`src/rtl/ctt_pkg.sv`:
```
// Shared types and codes for the countdown timer table.
// No dependencies; used by every module of the block and by its checker.
`default_nettype none

package ctt_pkg;

    // Command codes (input tuser)
    localparam logic [1:0] CMD_APPEND = 2'd0;
    localparam logic [1:0] CMD_CLEAR  = 2'd1;
    localparam logic [1:0] CMD_TICK   = 2'd2;
    localparam logic [1:0] CMD_UNUSED = 2'd3;

    // Result kinds (output tuser)
    localparam logic [2:0] KIND_FIRED     = 3'd0;
    localparam logic [2:0] KIND_APPENDED  = 3'd1;
    localparam logic [2:0] KIND_REJECTED  = 3'd2;
    localparam logic [2:0] KIND_CLEARED   = 3'd3;
    localparam logic [2:0] KIND_TICK_IDLE = 3'd4;

    localparam int CMD_W     = 2;
    localparam int HANDLER_W = 8;
    localparam int TAG_W     = 16;
    localparam int DELAY_W   = 16;
    localparam int KIND_W    = 3;
    localparam int RCOUNT_W  = 5;
    localparam int S_DATA_W  = 40;
    localparam int M_DATA_W  = 32;

    // One classified command on its way to the back end
    typedef struct packed {
        logic [CMD_W-1:0]     cmd;
        logic [HANDLER_W-1:0] handler;
        logic [TAG_W-1:0]     tag;
        logic [DELAY_W-1:0]   delay;
    } t_job;

    // One pending timer
    typedef struct packed {
        logic [DELAY_W-1:0]   remaining;
        logic [HANDLER_W-1:0] handler;
        logic [TAG_W-1:0]     tag;
    } t_timer;

    // One result item
    typedef struct packed {
        logic [KIND_W-1:0]    kind;
        logic [HANDLER_W-1:0] handler;
        logic [TAG_W-1:0]     tag;
        logic [RCOUNT_W-1:0]  removed;
        logic                 last;
    } t_result;

endpackage

`default_nettype wire

```
`src/rtl/countdown_timer_table.sv`:
```
// Top level of the countdown timer table; joins front end, queue and back end.
// Depends on ctt_pkg, ctt_front, ctt_queue and ctt_back.
`default_nettype none

// Holds up to TIMER_SLOTS countdown timers in newest-first order. Commands
// arrive on the slave stream (tuser = command), results leave on the master
// stream (tuser = kind, tlast on the final result of a command). A two-entry
// queue lets the input keep taking transfers while the back end works or the
// output is stalled. An append is done straight from the idle state. A clear
// or a tick walks the live timers one per cycle through the head of the list
// (held while the output stalls with a fired timer waiting), so it occupies
// the back end for the whole walk; that walk sets the throughput. The unused
// command code is accepted and produces nothing. Fired timers come out in list
// order, one result each; the last one carries tlast.
module countdown_timer_table #(
    parameter int TIMER_SLOTS = 16
) (
    input  wire logic        i_clk,
    input  wire logic        i_rst_n,
    input  wire logic        s_axis_tvalid,
    output logic             s_axis_tready,
    input  wire logic [39:0] s_axis_tdata,  // handler_id[7:0], tag[23:8], delay[39:24]
    input  wire logic [1:0]  s_axis_tuser,  // cmd[1:0]
    output logic             m_axis_tvalid,
    input  wire logic        m_axis_tready,
    output logic [31:0]      m_axis_tdata,  // fired_handler[7:0], fired_tag[23:8],
                                            // removed_count[28:24], zero[31:29]
    output logic [2:0]       m_axis_tuser,  // kind[2:0]
    output logic             m_axis_tlast
);

    ctt_pkg::t_job    w_front_job, w_q_job;
    ctt_pkg::t_result w_res;
    logic             w_push, w_q_ready, w_q_valid, w_pop;

    ctt_front u_front (
        .i_valid   (s_axis_tvalid),
        .o_ready   (s_axis_tready),
        .i_cmd     (s_axis_tuser),
        .i_data    (s_axis_tdata),
        .o_q_valid (w_push),
        .i_q_ready (w_q_ready),
        .o_job     (w_front_job)
    );

    ctt_queue u_queue (
        .i_clk   (i_clk),
        .i_rst_n (i_rst_n),
        .i_push  (w_push),
        .o_ready (w_q_ready),
        .i_job   (w_front_job),
        .o_valid (w_q_valid),
        .i_pop   (w_pop),
        .o_job   (w_q_job)
    );

    ctt_back #(
        .TIMER_SLOTS (TIMER_SLOTS)
    ) u_back (
        .i_clk     (i_clk),
        .i_rst_n   (i_rst_n),
        .i_q_valid (w_q_valid),
        .o_q_pop   (w_pop),
        .i_job     (w_q_job),
        .o_valid   (m_axis_tvalid),
        .i_ready   (m_axis_tready),
        .o_res     (w_res)
    );

    // Pack the result onto the master stream
    assign m_axis_tdata = {3'b000, w_res.removed, w_res.tag, w_res.handler};
    assign m_axis_tuser = w_res.kind;
    assign m_axis_tlast = w_res.last;

endmodule

`default_nettype wire

```
`src/rtl/ctt_front.sv`:
```
// Front end: unpacks and classifies incoming transfers, drops unused commands.
// Depends on ctt_pkg.
`default_nettype none

module ctt_front (
    input  wire logic                          i_valid,
    output logic                               o_ready,
    input  wire logic [ctt_pkg::CMD_W-1:0]     i_cmd,
    input  wire logic [ctt_pkg::S_DATA_W-1:0]  i_data,
    output logic                               o_q_valid,
    input  wire logic                          i_q_ready,
    output ctt_pkg::t_job                      o_job
);

    logic w_keep;

    // Unused command code is taken and discarded: it yields no result.
    assign w_keep    = (i_cmd != ctt_pkg::CMD_UNUSED);
    assign o_ready   = i_q_ready;
    assign o_q_valid = i_valid && w_keep;

    always_comb begin
        o_job.cmd     = i_cmd;
        o_job.handler = i_data[7:0];
        o_job.tag     = i_data[23:8];
        o_job.delay   = i_data[39:24];
    end

endmodule

`default_nettype wire

```
`src/rtl/ctt_queue.sv`:
```
// Two-entry command queue between the front and back ends.
// Depends on ctt_pkg.
`default_nettype none

module ctt_queue (
    input  wire logic          i_clk,
    input  wire logic          i_rst_n,
    input  wire logic          i_push,
    output logic               o_ready,
    input  wire ctt_pkg::t_job i_job,
    output logic               o_valid,
    input  wire logic          i_pop,
    output ctt_pkg::t_job      o_job
);

    ctt_pkg::t_job r_mem [2];
    logic          r_wp, r_rp;
    logic [1:0]    r_cnt;
    logic          w_wr, w_rd;

    assign o_ready = (r_cnt != 2'd2);
    assign o_valid = (r_cnt != 2'd0);
    assign o_job   = r_mem[r_rp];
    assign w_wr    = i_push && o_ready;
    assign w_rd    = i_pop && o_valid;

    always_ff @(posedge i_clk) begin
        if (!i_rst_n) begin
            r_wp  <= 1'b0;
            r_rp  <= 1'b0;
            r_cnt <= 2'd0;
        end else begin
            if (w_wr) r_wp <= ~r_wp;
            if (w_rd) r_rp <= ~r_rp;
            case ({w_wr, w_rd})
                2'b10:   r_cnt <= r_cnt + 2'd1;
                2'b01:   r_cnt <= r_cnt - 2'd1;
                default: r_cnt <= r_cnt;
            endcase
        end
    end

    always_ff @(posedge i_clk) begin
        if (w_wr) r_mem[r_wp] <= i_job;
    end

endmodule

`default_nettype wire

```
`src/rtl/ctt_back.sv`:
```
// Back end: timer list, walk sequencer for clear and tick, result register.
// Depends on ctt_pkg.
`default_nettype none

module ctt_back #(
    parameter int TIMER_SLOTS = 16
) (
    input  wire logic          i_clk,
    input  wire logic          i_rst_n,
    input  wire logic          i_q_valid,
    output logic               o_q_pop,
    input  wire ctt_pkg::t_job i_job,
    output logic               o_valid,
    input  wire logic          i_ready,
    output ctt_pkg::t_result   o_res
);

    localparam int CW = $clog2(TIMER_SLOTS + 1);
    localparam int IW = (TIMER_SLOTS > 1) ? $clog2(TIMER_SLOTS) : 1;
    localparam int RW = ctt_pkg::RCOUNT_W;

    localparam logic [1:0] ST_IDLE = 2'd0;
    localparam logic [1:0] ST_WALK = 2'd1;
    localparam logic [1:0] ST_DONE = 2'd2;

    // List kept packed in order, newest first; r_used entries are live.
    ctt_pkg::t_timer r_tab [TIMER_SLOTS];
    ctt_pkg::t_timer n_tab [TIMER_SLOTS];

    logic [1:0]                   r_state, n_state;
    logic [CW-1:0]                r_used, n_used;
    logic [ctt_pkg::CMD_W-1:0]    r_op, n_op;
    logic [ctt_pkg::TAG_W-1:0]    r_match, n_match;
    logic [CW-1:0]                r_left, n_left;
    logic [CW-1:0]                r_keep, n_keep;
    logic [CW-1:0]                r_removed, n_removed;
    logic                         r_held_v, n_held_v;
    logic [ctt_pkg::HANDLER_W-1:0] r_held_h, n_held_h;
    logic [ctt_pkg::TAG_W-1:0]    r_held_t, n_held_t;
    logic                         r_out_valid;
    ctt_pkg::t_result             r_out;

    ctt_pkg::t_timer  w_head, w_kept, w_new;
    ctt_pkg::t_result w_res;
    logic             w_push, w_hit, w_fire, w_step, w_out_free, w_full;
    logic [CW-1:0]    w_wpos_full;
    logic [IW-1:0]    w_wpos;
    logic [RW+CW-1:0] w_removed_ext;

    assign w_out_free    = !r_out_valid || i_ready;
    assign w_full        = (r_used == CW'(TIMER_SLOTS));
    assign w_head        = r_tab[0];
    assign w_hit         = (r_op == ctt_pkg::CMD_CLEAR) ? (w_head.tag == r_match)
                                                        : (w_head.remaining == '0);
    assign w_fire        = (r_op == ctt_pkg::CMD_TICK) && w_hit;
    // A second firing needs the held one moved out first.
    assign w_step        = (r_state == ST_WALK) && (r_left != '0)
                           && !(w_fire && r_held_v && !w_out_free);
    // Kept entry goes behind the not yet walked ones and those kept before.
    assign w_wpos_full   = r_left - CW'(1) + r_keep;
    assign w_wpos        = w_wpos_full[IW-1:0];
    assign w_removed_ext = {{RW{1'b0}}, r_removed};

    always_comb begin
        w_kept = w_head;
        if (r_op == ctt_pkg::CMD_TICK) w_kept.remaining = w_head.remaining - 16'd1;
        w_new.remaining = i_job.delay;
        w_new.handler   = i_job.handler;
        w_new.tag       = i_job.tag;
    end

    always_comb begin
        n_tab     = r_tab;
        n_state   = r_state;
        n_used    = r_used;
        n_op      = r_op;
        n_match   = r_match;
        n_left    = r_left;
        n_keep    = r_keep;
        n_removed = r_removed;
        n_held_v  = r_held_v;
        n_held_h  = r_held_h;
        n_held_t  = r_held_t;
        o_q_pop   = 1'b0;
        w_push    = 1'b0;
        w_res     = '0;
        w_res.last = 1'b1;

        case (r_state)
            ST_IDLE: begin
                if (i_q_valid) begin
                    if (i_job.cmd == ctt_pkg::CMD_APPEND) begin
                        if (w_out_free) begin
                            o_q_pop = 1'b1;
                            w_push  = 1'b1;
                            if (w_full) begin
                                w_res.kind = ctt_pkg::KIND_REJECTED;
                            end else begin
                                w_res.kind = ctt_pkg::KIND_APPENDED;
                                for (int i = TIMER_SLOTS - 1; i > 0; i--)
                                    n_tab[i] = r_tab[i-1];
                                n_tab[0] = w_new;
                                n_used   = r_used + CW'(1);
                            end
                        end
                    end else begin
                        o_q_pop   = 1'b1;
                        n_op      = i_job.cmd;
                        n_match   = i_job.tag;
                        n_left    = r_used;
                        n_keep    = '0;
                        n_removed = '0;
                        n_held_v  = 1'b0;
                        n_state   = ST_WALK;
                    end
                end
            end
            ST_WALK: begin
                if (r_left == '0) begin
                    n_used  = r_keep;
                    n_state = ST_DONE;
                end else if (w_step) begin
                    for (int i = 0; i < TIMER_SLOTS - 1; i++)
                        n_tab[i] = r_tab[i+1];
                    n_left = r_left - CW'(1);
                    if (w_hit) begin
                        if (w_fire) begin
                            if (r_held_v) begin
                                w_push        = 1'b1;
                                w_res.kind    = ctt_pkg::KIND_FIRED;
                                w_res.handler = r_held_h;
                                w_res.tag     = r_held_t;
                                w_res.last    = 1'b0;
                            end
                            n_held_v = 1'b1;
                            n_held_h = w_head.handler;
                            n_held_t = w_head.tag;
                        end else begin
                            n_removed = r_removed + CW'(1);
                        end
                    end else begin
                        n_tab[w_wpos] = w_kept;
                        n_keep        = r_keep + CW'(1);
                    end
                end
            end
            ST_DONE: begin
                if (w_out_free) begin
                    w_push  = 1'b1;
                    n_state = ST_IDLE;
                    if (r_op == ctt_pkg::CMD_CLEAR) begin
                        w_res.kind    = ctt_pkg::KIND_CLEARED;
                        w_res.removed = w_removed_ext[RW-1:0];
                    end else if (r_held_v) begin
                        w_res.kind    = ctt_pkg::KIND_FIRED;
                        w_res.handler = r_held_h;
                        w_res.tag     = r_held_t;
                    end else begin
                        w_res.kind = ctt_pkg::KIND_TICK_IDLE;
                    end
                end
            end
            default: n_state = ST_IDLE;
        endcase
    end

    always_ff @(posedge i_clk) begin
        if (!i_rst_n) begin
            r_state     <= ST_IDLE;
            r_used      <= '0;
            r_held_v    <= 1'b0;
            r_out_valid <= 1'b0;
        end else begin
            r_state  <= n_state;
            r_used   <= n_used;
            r_held_v <= n_held_v;
            if (w_push)       r_out_valid <= 1'b1;
            else if (i_ready) r_out_valid <= 1'b0;
        end
    end

    always_ff @(posedge i_clk) begin
        r_tab     <= n_tab;
        r_op      <= n_op;
        r_match   <= n_match;
        r_left    <= n_left;
        r_keep    <= n_keep;
        r_removed <= n_removed;
        r_held_h  <= n_held_h;
        r_held_t  <= n_held_t;
        if (w_push) r_out <= w_res;
    end

    assign o_valid = r_out_valid;
    assign o_res   = r_out;

endmodule

`default_nettype wire

```
`config.mk`:
```
export PLATFORM = sky130hd
export DESIGN_NAME = countdown_timer_table
export DESIGN_NICKNAME = d
export VERILOG_FILES = /design/src/rtl/ctt_pkg.sv /design/src/rtl/countdown_timer_table.sv /design/src/rtl/ctt_front.sv /design/src/rtl/ctt_queue.sv /design/src/rtl/ctt_back.sv
export SDC_FILE = /design/constraint.sdc
export NUM_CORES = 2
export LEC_CHECK = 0
export BUFFER_PORTS_ARGS = -buffer_cell sky130_fd_sc_hd__clkbuf_2
export CAP_MARGIN = 15
export CELL_PAD_IN_SITES_DETAIL_PLACEMENT = 1
export CELL_PAD_IN_SITES_GLOBAL_PLACEMENT = 1
export CORE_MARGIN = 3
export CORE_UTILIZATION = 52
export CTS_CLUSTER_DIAMETER = 50
export DETAILED_ROUTE_END_ITERATION = 10
export HOLD_SLACK_MARGIN = 0.1
export PLACE_DENSITY = 0.82
export SYNTH_ARGS = -nofsm -noshare
export SYNTH_HDL_FRONTEND = slang
export SYNTH_SLANG_ARGS = --single-unit
```
`constraint.sdc`:
```
create_clock -name i_clk -period 49 [get_ports i_clk]
set_clock_uncertainty 0.05 [all_clocks]
set_input_delay 9.8 -clock i_clk [delete_from_list [all_inputs] [get_ports i_clk]]
set_output_delay 9.8 -clock i_clk [all_outputs]
set_load 0.01 [all_outputs]
```
==> impl_results.md <==
- Yosys top cell by area: edfxtp_1
- # DRC: 0
- Die ar.: 79,600 µm²
- M2 GR Usage: 0.494
- Setup Fix Bufs, Post-CTS: 0
- Placeable Area: 74,900 µm²
- Placed cell area: 40,400 µm²
- CTS tree: yes
- Sequential share of the synthesized area: 0.623
- Yosys warns: 0
- Post-route cell area: 43,600 µm²
- Starting density of the core: 0.529
- Die width: 282 µm
- Number of global-route vias before repair: 29.8k
- Placer Congestion: 0.851
- TNS Setup: 0 ps
- Pwr Density: 79.7 nW/µm²
- Yosys top cell area share: 0.616
- HP Class: reg2reg
- Antenna violations before repair: 2
- Worst-margin pin slew: 1250 ps
- Clock Sink Count: 828
- Nets: 3,333
- Slew Viols, Final: 0
- Status: finished, final reports clean
- Count leader, synth: edfxtp_1
- Worst skew pair latency: 660 ps
- Post-synth EDFFs: 814
- I/O pin cnt: 84
- Post-route ant nets: 0
- Max Fclk: 74.8 MHz
- Grt met1 use: 0.375
- Startpoint types: primary input
- Mapped Cells: 3,348
- Num CTS Buffers: 95
- Fin crit period: 13,370 ps
- Hold slack: 480 ps
- Setup CP Type: in2reg
- Met3 GRT Util: 0.0526
- Endpoint class of the critical path: flip-flop
- Avg WL per Cell: 27.3 µm
- DP HPWL: 65,900 µm
- CTS max path bufs: 3
- LEAKAGE: 15.7 nW
- First-pass GRT wire length: 179,000 µm
- CP arrival: 13,590 ps
- Crit Path Max Fanout: 202
- Post-synth top cells: 814 x edfxtp_1, 348 x inv_1, 315 x nand3_1
- CP Data Required Time: 49,220 ps
- # rows: 100
- Post-synth top flop: edfxtp_1
- Mapped cell area: 39,700 µm²
- GRT Resource Usage Total: 0.292
- GRT Max-Usage Layer: met2
- Final WL: 118,000 µm
- Initial DRC count: 3,184
- Most area-consuming cells after synthesis: edfxtp_1 62%, o221ai_1 6.5%, nand3_1 4.0%
- CTS root buffer: clkbuf_16
- Vias: 28.7k
- Netlist cell types: 64
- # setup viols final: 0
- Number of vias per cell: 6.63
- Tcrit/Tclk final: 0.273
- Largest net degree at the start of global routing: 229
- Post-synth ARST share: 0
- R2R setup slack: 43,220 ps
- Syn avg cell area: 11.8 µm²
- Area Growth Syn to Fin: 9.95%
- IO Port Bufs: 80
- Setup repair after global routing missed its margin: no
- Slew headroom: 0.164
- Cts repair resizes: 0
- Chip height: 282 µm
- Maxcap violations: 0
- Flops & latches, synth: 828
- Fraction of layout cells with a size suffix above 1: 0.122
- Worst IR Drop VDD: 0.0000860 V
- Grt ovf: 0
- Length of the first detailed-routing pass in iterations: 5
- Reg clk slew, reported paths: 60 ps
- Final hold violations: 0
- H-Tree Depth: 3
- Hold Buf Count CTS: 0
[power by group]
| group | internal (mW) | total [mW] | switching [mW] |
|---|---|---|---|
| logic | 0.424 | 1.55 | 1.13 |
| registers | 1.09 | 1.19 | 0.104 |
| clock network | 0.416 | 0.724 | 0.308 |
| total | 1.93 | 3.47 | 1.54 |
[metrics by stage]
step	utilization	setup slack (ps)	instances	total power [mW]
detailed placement	0.539	35080	4143	2.69
finish	0.582	35630	4322	3.47
CTS	0.581	35780	4320	3.44
floorplan	-	9080	3350	2.39
global route	0.582	35440	4321	3.62
global placement	0.539	35370	4143	2.59
[area by class of cell]
class	count	area, µm²
diodes	1	2.50
clock buffers	114	2490
clock inverters	63	668
fillers	7447	31300
inverters	348	1310
multi-input cells	1876	12400
flip-flops and latches	828	24700
well taps	969	1210
repair buffers	123	768
[final timing paths]
kind	to	startpoint	depth (start not counted)
setup / recovery	u_back.r_tab[105]	m_axis_tready	7
hold reg to reg	u_back.o_res[8]	u_back.r_held_t[2]	1
setup reg to reg	u_back.r_tab[217]	u_back.r_state[0]	7
hold / removal	u_back.o_res[8]	u_back.r_held_t[2]	1
[flip-flops by register name (all words and copies together), names as in the netlist, 2 cells and up, named ones only]
| signal | flops |
|---|---|
| u_back.r_left | 5 |
| u_back.r_state | 2 |
| u_back.r_keep | 5 |
| u_back.r_used | 5 |
| u_queue.r_mem | 84 |
| u_back.r_held_t | 16 |
| u_queue.r_cnt | 2 |
| u_back.r_op | 2 |
| u_back.r_held_h | 8 |
| u_back.o_res | 33 |
| u_back.r_tab | 640 |
| u_back.r_match | 16 |
| u_back.r_removed | 5 |
[worst max-delay path, stage by stage]
cell and delay (ps):
clkbuf_2 100, nor2b_1 110, a211oi_1 750, a22oi_1 480
a21oi_4 380, buf_12 770, buf_4 920
[cell usage in the layout (no fill, tap or decap), types with 10 or more instances in the layout]
cell / Yosys / routed
a21oi_1: 97 / 95
a221o_1: 55 / 55
a31oi_1: 77 / 77
and2_1: 56 / 56
buf_4: 8 / 40
clkbuf_1: 194 / 17
clkbuf_16: 0 / 97
clkbuf_2: 1 / 80
clkinv_1: 0 / 14
dfxtp_1: 14 / 13
edfxtp_1: 814 / 814
ha_1: 14 / 13
inv_1: 348 / 348
inv_6: 0 / 10
mux2_2: 101 / 101
mux2i_1: 103 / 103
nand2_1: 221 / 221
nand3_1: 315 / 314
nor2_1: 200 / 196
nor2b_1: 65 / 65
nor3_1: 20 / 16
o21a_1: 21 / 21
o21ai_0: 44 / 44
o221ai_1: 294 / 294
o22ai_1: 55 / 54
xnor2_1: 37 / 37
[logic make-up after synthesis]
family / share of synthesized area
XOR/XNOR: 0.0107
buffers and inverters: 0.0665
AO/OA/AOI/OAI: 0.128
other: 0.0000946
adder cells (fa/ha/maj): 0.00492
flip-flops: 0.623
AND/OR/NAND/NOR: 0.111
multiplexers: 0.0552
[per-layer routing]
layer | share of wire | wire (µm) | vias up
li1 | - | - | 12400
met3 | 0.081 | 9620 | 243
met1 | 0.39 | 46200 | 14700
met2 | 0.49 | 58200 | 1306
met5 | 0 | 0 | -
met4 | 0.034 | 4060 | 0
Power figures use the tool's default switching activity.
